===== src/sv/ipv_pkg.sv =====
package ipv_pkg;

  // Default path length limit; offsets saturate one below it (at most 16 bits)
  localparam int unsigned MaxPathBytesDef = 65536;

  localparam int unsigned OffsetW = 16;
  localparam int unsigned ByteW   = 8;
  localparam int unsigned CodeW   = 4;

  // Verdict codes
  typedef enum logic [CodeW-1:0] {
    ERR_OK          = 4'd0,
    ERR_EMPTY       = 4'd1,
    ERR_LEAD_SPACE  = 4'd2,
    ERR_ABSOLUTE    = 4'd3,
    ERR_SELF        = 4'd4,
    ERR_BAD_DOT     = 4'd5,
    ERR_TRAIL_SPACE = 4'd6,
    ERR_AT_SIGN     = 4'd7,
    ERR_BACKSLASH   = 4'd8,
    ERR_INVALID     = 4'd9,
    ERR_PARENT_REF  = 4'd10
  } err_e;

  // Characters of interest
  localparam logic [ByteW-1:0] ChSpace = 8'h20;
  localparam logic [ByteW-1:0] ChSlash = 8'h2F;
  localparam logic [ByteW-1:0] ChDot   = 8'h2E;
  localparam logic [ByteW-1:0] ChAt    = 8'h40;
  localparam logic [ByteW-1:0] ChColon = 8'h3A;
  localparam logic [ByteW-1:0] ChBslash = 8'h5C;

endpackage


===== src/sv/import_path_validator_core.sv =====
// The verdict reaches the master side in the cycle after the transaction that ends
//   a path (tlast or empty tuser).
// Throughput: one path byte per cycle unless a verdict waits; the result register sits
//   between the two sides, so a new byte is taken in the cycle a pending verdict is drained.
// Reset: rst_ni clears the path state and the result valid; the first byte after
//   reset is treated as the start of a path.
module import_path_validator_core
  import ipv_pkg::*;
#(
  parameter int unsigned MAX_PATH_BYTES = MaxPathBytesDef
) (
  input  logic        clk_i,
  input  logic        rst_ni,
  // slave side
  input  logic        s_axis_tvalid,
  output logic        s_axis_tready,
  input  logic [7:0]  s_axis_tdata,   // [7:0] path_byte
  input  logic        s_axis_tlast,   // final_byte
  input  logic        s_axis_tuser,   // empty_path
  // master side
  output logic        m_axis_tvalid,
  input  logic        m_axis_tready,
  output logic [23:0] m_axis_tdata    // [3:0] error_code, [19:4] error_offset, [23:20] zero
);

  localparam int unsigned OffsetMaxInt =
    (MAX_PATH_BYTES - 1 < 65535) ? (MAX_PATH_BYTES - 1) : 65535;
  localparam logic [OffsetW-1:0] OffsetMax = OffsetW'(OffsetMaxInt);

  // Path state
  logic [OffsetW-1:0]  byte_pos_q, byte_pos_d;
  logic [3*ByteW-1:0]  recent_q, recent_d;
  logic                lead_dot_q, lead_dot_d;
  err_e                prefix_q, prefix_d;
  err_e                cf_code_q, cf_code_d;
  logic [OffsetW-1:0]  cf_off_q, cf_off_d;
  logic                pr_found_q, pr_found_d;
  logic [OffsetW-1:0]  pr_off_q, pr_off_d;

  // Result register
  logic                m_valid_q, m_valid_d;
  err_e                res_code_q, res_code_d;
  logic [OffsetW-1:0]  res_off_q, res_off_d;

  logic               s_fire;
  logic               done;
  logic [ByteW-1:0]   b, b1, b2, b3;
  logic [OffsetW-1:0] pos;
  logic [OffsetW-1:0] pos_back1, pos_back2;
  err_e               char_code;

  assign s_axis_tready = !m_valid_q || m_axis_tready;
  assign s_fire        = s_axis_tvalid && s_axis_tready;
  assign done          = s_axis_tlast || s_axis_tuser;

  assign b   = s_axis_tdata;
  assign b1  = recent_q[ByteW-1:0];
  assign b2  = recent_q[2*ByteW-1:ByteW];
  assign b3  = recent_q[3*ByteW-1:2*ByteW];
  assign pos = byte_pos_q;

  // Offset one or two bytes back; saturated or underflowing positions report the max
  assign pos_back1 = (pos >= OffsetMax || pos < OffsetW'(1)) ? OffsetMax : pos - OffsetW'(1);
  assign pos_back2 = (pos >= OffsetMax || pos < OffsetW'(2)) ? OffsetMax : pos - OffsetW'(2);

  // Classify the current byte as a forbidden character
  always_comb begin
    char_code = ERR_OK;
    if (b == ChSpace) begin
      char_code = s_axis_tlast ? ERR_TRAIL_SPACE : ERR_OK;
    end else if (b == ChAt) begin
      char_code = ERR_AT_SIGN;
    end else if (b == ChBslash) begin
      char_code = ERR_BACKSLASH;
    end else if (b < ChSpace || b == ChColon) begin
      char_code = ERR_INVALID;
    end
  end

  // Update the path state and form the verdict
  always_comb begin
    byte_pos_d = byte_pos_q;
    recent_d   = recent_q;
    lead_dot_d = lead_dot_q;
    prefix_d   = prefix_q;
    cf_code_d  = cf_code_q;
    cf_off_d   = cf_off_q;
    pr_found_d = pr_found_q;
    pr_off_d   = pr_off_q;
    m_valid_d  = m_valid_q;
    res_code_d = res_code_q;
    res_off_d  = res_off_q;

    // drain the result register
    if (m_axis_tready) begin
      m_valid_d = 1'b0;
    end

    if (s_fire) begin
      // first-byte checks
      if (pos == '0) begin
        if (b == ChSpace) begin
          prefix_d = ERR_LEAD_SPACE;
        end else if (b == ChSlash) begin
          prefix_d = ERR_ABSOLUTE;
        end else if (b == ChDot) begin
          lead_dot_d = 1'b1;
          if (s_axis_tlast) prefix_d = ERR_SELF;
        end
      end else if (lead_dot_q && prefix_q == ERR_OK) begin
        if (pos == OffsetW'(1)) begin
          if (b == ChDot) begin
            if (s_axis_tlast) prefix_d = ERR_BAD_DOT;
          end else if (b != ChSlash) begin
            prefix_d = ERR_BAD_DOT;
          end
        end else if (pos == OffsetW'(2) && b1 == ChDot && b != ChSlash) begin
          prefix_d = ERR_BAD_DOT;
        end
      end

      // first forbidden byte
      if (cf_code_q == ERR_OK && char_code != ERR_OK) begin
        cf_code_d = char_code;
        cf_off_d  = pos;
      end

      // first slash-dot-dot-slash
      if (!pr_found_q && b == ChSlash && b1 == ChDot && b2 == ChDot && b3 == ChSlash) begin
        pr_found_d = 1'b1;
        pr_off_d   = pos_back2;
      end

      recent_d = {recent_q[2*ByteW-1:0], b};
      if (byte_pos_q < OffsetMax) begin
        byte_pos_d = byte_pos_q + OffsetW'(1);
      end

      // verdict in priority order
      if (done) begin
        m_valid_d  = 1'b1;
        res_code_d = ERR_OK;
        res_off_d  = '0;
        if (s_axis_tuser) begin
          res_code_d = ERR_EMPTY;
        end else if (prefix_d != ERR_OK) begin
          res_code_d = prefix_d;
          res_off_d  = (prefix_d == ERR_BAD_DOT) ? OffsetW'(1) : '0;
        end else if (cf_code_d != ERR_OK) begin
          res_code_d = cf_code_d;
          res_off_d  = cf_off_d;
        end else if (!lead_dot_d) begin
          if (pr_found_d) begin
            res_code_d = ERR_PARENT_REF;
            res_off_d  = pr_off_d;
          end else if (b == ChDot && b1 == ChDot && b2 == ChSlash) begin
            res_code_d = ERR_PARENT_REF;
            res_off_d  = pos_back1;
          end
        end

        // clear for the next path
        byte_pos_d = '0;
        recent_d   = '0;
        lead_dot_d = 1'b0;
        prefix_d   = ERR_OK;
        cf_code_d  = ERR_OK;
        cf_off_d   = '0;
        pr_found_d = 1'b0;
        pr_off_d   = '0;
      end
    end
  end

  // Control and path state
  always_ff @(posedge clk_i or negedge rst_ni) begin
    if (!rst_ni) begin
      byte_pos_q <= '0;
      recent_q   <= '0;
      lead_dot_q <= 1'b0;
      prefix_q   <= ERR_OK;
      cf_code_q  <= ERR_OK;
      cf_off_q   <= '0;
      pr_found_q <= 1'b0;
      pr_off_q   <= '0;
      m_valid_q  <= 1'b0;
    end else begin
      byte_pos_q <= byte_pos_d;
      recent_q   <= recent_d;
      lead_dot_q <= lead_dot_d;
      prefix_q   <= prefix_d;
      cf_code_q  <= cf_code_d;
      cf_off_q   <= cf_off_d;
      pr_found_q <= pr_found_d;
      pr_off_q   <= pr_off_d;
      m_valid_q  <= m_valid_d;
    end
  end

  // Result payload
  always_ff @(posedge clk_i) begin
    res_code_q <= res_code_d;
    res_off_q  <= res_off_d;
  end

  assign m_axis_tvalid = m_valid_q;
  assign m_axis_tdata  = {4'b0000, res_off_q, res_code_q};

  // An ending transaction always yields a verdict in the next cycle
  a_done_gives_result: assert property (@(posedge clk_i) disable iff (!rst_ni)
    s_fire && done |=> m_axis_tvalid)
    else $error("verdict missing after end of path");

  // An empty path reports the empty code with zero offset
  a_empty_verdict: assert property (@(posedge clk_i) disable iff (!rst_ni)
    s_fire && s_axis_tuser |=> res_code_q == ERR_EMPTY && res_off_q == '0)
    else $error("empty path verdict wrong");

  // State is cleared after every verdict
  a_state_cleared: assert property (@(posedge clk_i) disable iff (!rst_ni)
    s_fire && done |=> byte_pos_q == '0 && !pr_found_q && cf_code_q == ERR_OK)
    else $error("path state not cleared");

  // Position never passes its saturation point
  a_pos_saturates: assert property (@(posedge clk_i) disable iff (!rst_ni)
    byte_pos_q <= OffsetMax)
    else $error("byte position beyond saturation");

  // A leading dot forbids any later parent-reference verdict in the same path
  a_dot_no_parent: assert property (@(posedge clk_i) disable iff (!rst_ni)
    s_fire && s_axis_tlast && !s_axis_tuser && lead_dot_q |=> res_code_q != ERR_PARENT_REF)
    else $error("parent reference on dot-prefixed path");

endmodule


===== config.mk =====
export PLATFORM = sky130hd
export DESIGN_NAME = import_path_validator_core
export DESIGN_NICKNAME = d
export VERILOG_FILES = /design/src/sv/ipv_pkg.sv /design/src/sv/import_path_validator_core.sv
export SDC_FILE = /design/constraint.sdc
export NUM_CORES = 1
export LEC_CHECK = 0
export ABC_CLOCK_PERIOD_IN_PS = 8100
export BUFFER_PORTS_ARGS = -buffer_cell sky130_fd_sc_hd__buf_2
export CORE_ASPECT_RATIO = 1.5
export CORE_MARGIN = 2
export CORE_UTILIZATION = 29
export DETAILED_ROUTE_END_ITERATION = 8
export GPL_TIMING_DRIVEN = 0
export PLACE_DENSITY = 0.52
export SLEW_MARGIN = 20
export SYNTH_ARGS = -nofsm -noshare
export SYNTH_HDL_FRONTEND = slang
export SYNTH_SLANG_ARGS = --single-unit
export TNS_END_PERCENT = 1

===== constraint.sdc =====
create_clock -name clk_i -period 8.1 [get_ports clk_i]
set_input_delay 2.43 -clock clk_i [delete_from_list [all_inputs] [get_ports clk_i]]
set_output_delay 2.43 -clock clk_i [all_outputs]
set_load 0.02 [all_outputs]

==> results of run 1 <==
## state kept, by name (all words and copies together), names as in the netlist
name / count
recent_q: 24
pr_off_q: 16
prefix_q: 4
byte_pos_q: 16
m_axis_tvalid: 1
res_off_q: 16
lead_dot_q: 1
res_code_q: 4
pr_found_q: 1
cf_off_q: 16
cf_code_q: 4
## synthesized netlist by cell type (9+ instances only)
| cell type | instances |
|---|---|
| xor2_1 | 13 |
| nand3_1 | 39 |
| nor2_1 | 67 |
| dfrtp_1 | 83 |
| mux2i_1 | 10 |
| clkbuf_1 | 27 |
| a31oi_1 | 9 |
| edfxtp_1 | 20 |
| nand2_1 | 87 |
| xnor2_1 | 17 |
| a21oi_1 | 27 |
| inv_1 | 16 |
| nor3_1 | 12 |
| nand4_1 | 9 |
| a22o_1 | 22 |
| o21ai_0 | 29 |
## metrics by stage
| stage | hold WS, ns | setup slack (ns) | area (um^2) |
|---|---|---|---|
| finish | 0.466 | 2.78 | 6850 |
| global route | 0.511 | 2.71 | 6850 |
| CTS | 0.474 | 2.74 | 6850 |
| detailed placement | 0.457 | 2.72 | 6570 |
| global placement | 0.452 | 2.67 | 6510 |
| floorplan | 0.431 | 3.00 | 6010 |
## final timing paths
path | start | to | slack (ns) | cells after the start
max | m_axis_tready | s_axis_tready | 2.78 | 3
min | recent_q[21] | recent_q[21] | 0.47 | 2
max reg2reg | byte_pos_q[0] | res_off_q[2] | 4.68 | 11
min reg2reg | recent_q[21] | recent_q[21] | 0.47 | 2
max in group asynchronous | rst_ni | m_axis_tvalid | 5.56 | 2
min in group asynchronous | rst_ni | cf_code_q[2] | 1.98 | 1
## cells by family after synthesis
kind of cell             after synthesis  synth area share
AO/OA/AOI/OAI                        141             0.169
XOR/XNOR                              30            0.0438
adder cells (fa/ha/maj)                8            0.0167
buffers and inverters                 64            0.0528
flip-flops                           103             0.446
multiplexers                          13            0.0223
other                                  1          0.000625
AND/OR/NAND/NOR                      286             0.249
## area by class of cell
cell class                 instances  area (um^2)
tap                              264          330
clock buffer                       9          225
fill                            2184        13500
multi-input combinational        482         3020
buffer                            48          258
timing repair buffer              36          231
sequential                       103         2680
inverter                          16         60.1
clock inverter                     7         55.1
## layer usage
metal  part of all wire  up-vias  routed length, um
li1                   -     2422                  -
met2               0.53      118               9620
met3              0.033       34                589
met4              0.033        0                586
met1               0.40     2432               7190
met5                  0        -                  0
## power groups by stage
stage | registers (uW) | clock network, uW | logic, uW
floorplan | 570 | 0 | 121
global placement | 564 | 0 | 193
detailed placement | 564 | 0 | 198
CTS | 553 | 433 | 199
global route | 555 | 456 | 216
finish | 553 | 424 | 198
## worst max-delay path, stage by stage
cell	delay (ns)
buf_2	0.09
nand2b_1	0.19
buf_2	0.18
==> results.rst, run 1 <==
.. list-table::
   :header-rows: 1

   * - Metric
     - Value
   * - Fraction of final layout cells with drive strength greater than 1
     - 0.138
   * - Number of inserted diodes
     - 0
   * - Initial drt markers
     - between 200 and 250
   * - Placeable Area
     - between 20000 and 25000 um^2
   * - Number of hold violations in the final report
     - 0
   * - Register bit count reported by yosys
     - ~100
   * - TritonCTS Sinks
     - 103
   * - Cell count after synthesis
     - around 650
   * - CTS resizes
     - 0
   * - Top library cells by usage in the layout, fill and taps aside
     - nand2_1 (87), dfrtp_1 (83), nor2_1 (67)
   * - Die Span X
     - ~120 um
   * - Number of distinct library cells after synthesis
     - slightly above 80
   * - Startpoint type of the worst setup path
     - primary input
   * - DRC
     - 0
   * - Hold buffer count at CTS
     - 0
   * - Vias per cell
     - between 5 and 6
   * - CP required
     - roughly 5.7 ns
   * - Detailed-placement wirelength estimate
     - 13500 um
   * - Number of setup buffers added after CTS
     - 0
   * - Detailed-route via count
     - between 5000 and 6000
   * - Largest clock skew in the final design
     - 0.00992 ns
   * - Number of detailed-routing iterations run before antenna repair
     - 5
   * - Most used flip-flop cell after synthesis
     - dfrtp_1
   * - Combinational fraction of design power
     - 0.168
   * - Cell-internal power
     - about 820 uW
   * - Worst setup EP type
     - primary output
   * - First-pass GRT wire length
     - between 20000 and 30000 um
   * - Synthesized cell area
     - 6000 um^2
   * - Clock-pin slew on the worst setup and hold paths
     - 0.07 ns
   * - Share of total power in the clock network
     - 0.361
   * - Placed Instances
     - 949
   * - Library cell used as clock root buffer
     - clkbuf_16
   * - Busiest layer in global routing
     - met2
   * - Leakage Power
     - approximately 0.0030 uW
   * - Switching Power
     - 353 uW
   * - Number of standard cells in the final layout excluding fillers
     - 965
   * - Met1 Resource Use GR
     - 0.198
   * - Startpoint-to-endpoint class of the critical path
     - primary input to primary output
   * - Headroom to the max-slew limit
     - 0.229
   * - Starting density of the core
     - 0.295
   * - Unrepaired setup endpoints after global routing
     - false
   * - Area of the die
     - approximately 22000 um^2
   * - Leftover overflow at the end of global routing
     - 0
   * - Worst-case clock buffer depth
     - 2
   * - Number of core rows
     - 64
   * - Crit path time final
     - between 5 and 6 ns
   * - Critical path arrival
     - around 2.9 ns
   * - DRT Wirelength
     - approximately 18000 um
   * - Share of the synthesized area in the top cell type
     - 0.346
   * - Async S/R FF share, synth
     - 0.806
   * - Input/output buffers
     - 34
   * - Final Core Density
     - 0.337
   * - Antenna Violating Nets Remaining
     - 0
   * - Number of top-level pins
     - 40
   * - Worst vdd ir
     - 0.0816 mV
   * - Power per cell area
     - between 150 and 200 nW/um^2
   * - Initial antenna violation count
     - 0
   * - Clk Latency, worst-skew pair
     - around 0.36 ns
   * - F_max
     - 188 MHz
   * - Type of the tightest min-delay check
     - flop to flop
   * - Count of flip-flops with a built-in enable after synthesis
     - 20
   * - Total track usage
     - 0.171
   * - Number of buffers created by CTS
     - 9
   * - Wire length per cell after detailed routing
     - between 15 and 20 um
   * - Result of the run
     - finished, final reports clean
   * - Area growth syn-to-layout
     - 14.2%
   * - Max capacitance violation total
     - 0
   * - Setup-failing EPs final
     - 0
   * - YS warnings
     - 0
   * - Final Slew Violations
     - 0
   * - Sequential fraction of the synthesis area
     - 0.446
   * - Worst-path fanout max
     - 4
   * - Routability-driven placement congestion ratio
     - ~0.9
   * - Largest area contributor in the synthesized netlist
     - dfrtp_1
   * - Met2 GRT Util
     - 0.312
   * - CTS tree
     - yes
   * - Nets
     - ~720
   * - Leading cell type in the layout, fill and taps excluded
     - nand2_1
   * - Chip height
     - 180 um
   * - Sum of negative setup slack
     - 0 ns
   * - Total power draw
     - roughly 1200 uW
   * - Largest net degree at the start of global routing
     - 48
   * - Synthesized area per cell
     - about 9.3 um^2
   * - Met3 GRT Util
     - 0.0231
   * - Net Sw Frac
     - 0.300
   * - Transition time at the pin with the least slew margin
     - between 1 and 1.5 ns
   * - Period Utilization, post-route
     - 0.657
   * - Synth top area cells
     - dfrtp_1 (35%), edfxtp_1 (10%), nand2_1 (5.4%)
   * - Fraction of power consumed by sequential logic
     - 0.471
   * - Number of global-route vias before repair
     - about 5000
   * - H-Tree Level Count
     - 3
Power figures use the tool's default switching activity.
==> run 2, diff against run 1 <==
- ABC_AREA: default -> 1
- ABC_CLOCK_PERIOD_IN_PS: 8100 -> 5000
- clock period: 8.1 -> 5 ns (I/O delays scaled with it)
==> run 2 against run 1 <==
Critical path depth up 10. Non-clock buffer count down 16. First-iteration DRC count up 96%. Critical path type is now primary input to flop. Die area up 2.9%. Clock power up 83%. Critical endpoint is now byte_pos_q[14]. Register-to-register slack worse by 2.7 ns. Clock skew up 0.00083 ns.
==> results.rst, run 2 <==
.. list-table::
   :header-rows: 1

   * - Metric
     - Value
   * - YS warnings
     - 0 (unchanged)
   * - Post-placement setup slack
     - 0.844 ns (-1.88 ns)
   * - Nets
     - 884 (+23%)
   * - Post-layout worst setup margin
     - 1.29 ns (-1.49 ns)
   * - Initial antenna violation count
     - 0 (unchanged)
   * - Setup-failing EPs final
     - 0 (unchanged)
   * - Most common cell in the netlist
     - nand2_1
   * - Wire length per cell after detailed routing
     - 16.8 um (-9.9%)
   * - Sequential fraction of the synthesis area
     - 0.433 (-0.0130)
   * - TritonCTS Sinks
     - 103 (unchanged)
   * - Most used flip-flop cell after synthesis
     - dfrtp_1
   * - Number of top-level pins
     - 40 (unchanged)
   * - Startpoint type of the worst setup path
     - primary input
   * - Async S/R FF share, synth
     - 0.806 (unchanged)
   * - Slowest stage delay, CP
     - 0.71 ns (+0.52 ns)
   * - Vias per cell
     - 4.90 (-5.6%)
   * - Met2 GRT Util
     - 0.318 (+0.00590)
   * - CP required
     - 5.28 ns (-0.39 ns)
   * - Unrepaired setup endpoints after global routing
     - false
   * - Largest clock skew in the final design
     - 0.0108 ns (+0.000835 ns)
   * - Synthesized cell area
     - 6180 um^2 (+3.0%)
   * - Starting density of the core
     - 0.295 (-0.000454)
   * - Sum of negative setup slack
     - 0 ns (unchanged)
   * - Hold buffer count at CTS
     - 0 (unchanged)
   * - Cell family with most CP delay
     - simple AND/OR/NAND/NOR gates
   * - Met1 Resource Use GR
     - 0.189 (-0.00946)
   * - Number of hold violations in the final report
     - 0 (unchanged)
   * - Master of the slowest instance on the critical path
     - nor2_4
   * - Die Span X
     - 123 um (+1.4%)
   * - Largest area contributor in the synthesized netlist
     - dfrtp_1
   * - Area growth syn-to-layout
     - 14.2% (about the same)
   * - Number of setup buffers added after CTS
     - 0 (unchanged)
   * - Detailed-route via count
     - 5559 (+11%)
   * - Number of global-route vias before repair
     - 5449 (+6.8%)
   * - Register bit count reported by yosys
     - 103 (unchanged)
   * - Number of buffers created by CTS
     - 9 (unchanged)
   * - Count of flip-flops with a built-in enable after synthesis
     - 20 (unchanged)
   * - Number of detailed-routing iterations run before antenna repair
     - 5 (unchanged)
   * - F_max
     - approximately 270 MHz
   * - First-pass GRT wire length
     - 29500 um (+2.5%)
   * - Register with the most flip-flops
     - recent_q
   * - Worst-case clock buffer depth
     - 2 (unchanged)
   * - Share of the synthesized area in the top cell type
     - 0.336 (-0.0101)
   * - Critical path arrival
     - 3.99 ns (+1.10 ns)
   * - Number of standard cells in the final layout excluding fillers
     - 1135 (+18%)
   * - Worst-path fanout max
     - 27 (+23)
   * - Largest net degree at the start of global routing
     - 55 (+15%)
   * - Power per cell area
     - 284 nW/um^2 (+66%)
   * - H-Tree Level Count
     - 3 (unchanged)
   * - Total track usage
     - 0.176 (+0.00484)
   * - Number of inserted diodes
     - 0 (unchanged)
   * - Number of distinct library cells after synthesis
     - 39 (-52%)
   * - Cell count after synthesis
     - 812 (+26%)
   * - Chip height
     - 183 um (+1.5%)
   * - Most used cell, CP
     - nand2_2
   * - Startpoint-to-endpoint class of the critical path
     - primary input to flop
   * - Synth top area cells
     - dfrtp_1 (34%), nand2_1 (10%), edfxtp_1 (9.7%)
   * - DRC
     - 0 (unchanged)
   * - Worst path cell trace
     - buf_2 -> inv_1 -> nand2_2 -> nand2_2 -> nor2_4 -> inv_1 -> nand2_2 -> nand3_2 -> nor2_1 -> nand2_1 -> nor3_1 -> nand2_1 -> a22oi_1
   * - Number of core rows
     - 65 (+1.6%)
   * - Transition time at the pin with the least slew margin
     - 0.847 ns (-0.300 ns)
   * - Number of logic stages on the critical path including buffering
     - 13 (+10)
   * - Min-Delay Path Depth
     - 2 (unchanged)
   * - Detailed-placement wirelength estimate
     - 14600 um (+8.3%)
   * - Worst setup EP type
     - flop
   * - Buffers and inverters on the worst path
     - 3 (+1)
   * - Leftover overflow at the end of global routing
     - 0 (unchanged)
   * - DRT Wirelength
     - 19100 um (+5.9%)
   * - Initial drt markers
     - 438 (+96%)
   * - Library cell used as clock root buffer
     - clkbuf_16
   * - Input/output buffers
     - 35 (+2.9%)
   * - Final Slew Violations
     - 0 (unchanged)
   * - Result of the run
     - finished, final reports clean
   * - Register-to-Register Path Depth
     - 14 (+3)
   * - Placeable Area
     - 21000 um^2 (+3.2%)
   * - Met3 GRT Util
     - 0.0180 (-0.00507)
   * - Leakage Power
     - 0.00340 uW (+15%)
   * - Max capacitance violation total
     - 0 (unchanged)
   * - Clk Latency, worst-skew pair
     - 0.37 ns (about the same)
   * - Worst vdd ir
     - 0.154 mV (+88%)
   * - Antenna Violating Nets Remaining
     - 0 (unchanged)
   * - Leading cell type in the layout, fill and taps excluded
     - nand2_1
   * - Max FFs per register
     - 24 (unchanged)
   * - Crit path time final
     - 3.71 ns
   * - CTS resizes
     - 0 (unchanged)
   * - Synthesized area per cell
     - 7.61 um^2 (-18%)
   * - Area of the die
     - 22500 um^2 (+2.9%)
   * - Headroom to the max-slew limit
     - 0.434 (+0.205)
   * - Fraction of final layout cells with drive strength greater than 1
     - 0.135 (-0.00343)
   * - Placed Instances
     - 1119 (+18%)
   * - Top library cells by usage in the layout, fill and taps aside
     - nand2_1 (169), nor2_1 (119), inv_1 (97)
   * - Clock-pin slew on the worst setup and hold paths
     - 0.07 ns (about the same)
   * - Busiest layer in global routing
     - met2
   * - Routability-driven placement congestion ratio
     - 0.947 (+5.4%)
   * - Period Utilization, post-route
     - 0.742
   * - Type of the tightest min-delay check
     - flop to flop
   * - Synth top cells by count
     - nand2_1 (169), nor2_1 (119), inv_1 (97)
   * - CTS tree
     - yes
## run 2: cell count changes after synthesis, sizes merged, moves of 8 or more
cell    previous run  this run
mux2i             10         0
or3                8         0
and2               9         0
inv               16       105
nand2             87       185
clkbuf            27        16
a22o              23         0
nor2              67       136
o21ai             33        64
nand3             41        52
a31oi             10         0
o22ai              1        47
xnor2             17         0
## run 2: cells by family (layout without fill, tap and decap cells)
| family | count (synthesis) | after routing | share of synthesized area |
|---|---|---|---|
| compound gates | 147 | 147 | 0.133 |
| flops | 103 | 103 | 0.433 |
| simple gates | 397 | 397 | 0.294 |
| xor+xnor | 18 | 18 | 0.0255 |
| buf+inv | 138 | 190 | 0.0966 |
| fa+ha+maj | 8 | 8 | 0.0162 |
| other cells | 1 | 4 | 0.000607 |
## run 2: path summary, 6_finish.rpt
path / slack (ns) / end / from
worst max-delay path: 1.29 / byte_pos_q[14] / m_axis_tready
worst min-delay path: 0.49 / pr_off_q[7] / pr_off_q[7]
worst max register to register: 1.99 / res_off_q[9] / byte_pos_q[1]
worst min register to register: 0.49 / pr_off_q[7] / pr_off_q[7]
max in group asynchronous: 3.41 / cf_code_q[1] / rst_ni
min in group asynchronous: 1.01 / byte_pos_q[6] / rst_ni
## run 2: per-stage QoR
| step | cell area (um^2) | hold WS, ns | power [uW] | utilization |
|---|---|---|---|---|
| 4_1_cts | 7060 | 0.491 | 2030 | 0.336 |
| 5_1_grt | 7060 | 0.514 | 2090 | 0.336 |
| 3_3_place_gp | 6700 | 0.462 | 1240 | 0.319 |
| 6_report | 7060 | 0.487 | 2000 | 0.336 |
| 3_5_place_dp | 6740 | 0.470 | 1250 | 0.321 |
| 2_1_floorplan | 6190 | 0.448 | 1130 | - |
## run 2: where the power goes
part / switching [uW] / total [uW] / internal, uW
clock network: 350 / 777 / 426
logic: 235 / 328 / 93.7
registers: 12.3 / 899 / 887
total: 597 / 2000 / 1410
## run 2: tightest hold or removal path, stage by stage, from the launching register on
cell and delay, ns:
dfrtp_1 0.34, nand2_1 0.05, o21ai_0 0.06
## run 2: per-layer routing
metal | part of all wire | up-vias | routed length [um]
met5 | 0 | - | 0
li1 | - | 2749 | -
met2 | 0.53 | 124 | 10100
met1 | 0.38 | 2637 | 7160
met4 | 0.063 | 0 | 1210
met3 | 0.030 | 49 | 563
## run 2: final cells by class
class                   instances  area (um^2)
multi-input cells             574         2920
inverters                     106          402
repair buffers                 36          209
fillers                      2248        13900
clock buffers                  10          250
well taps                     268          335
plain buffers                  32          195
flip-flops and latches        103         2680
clock inverters                 6         72.6
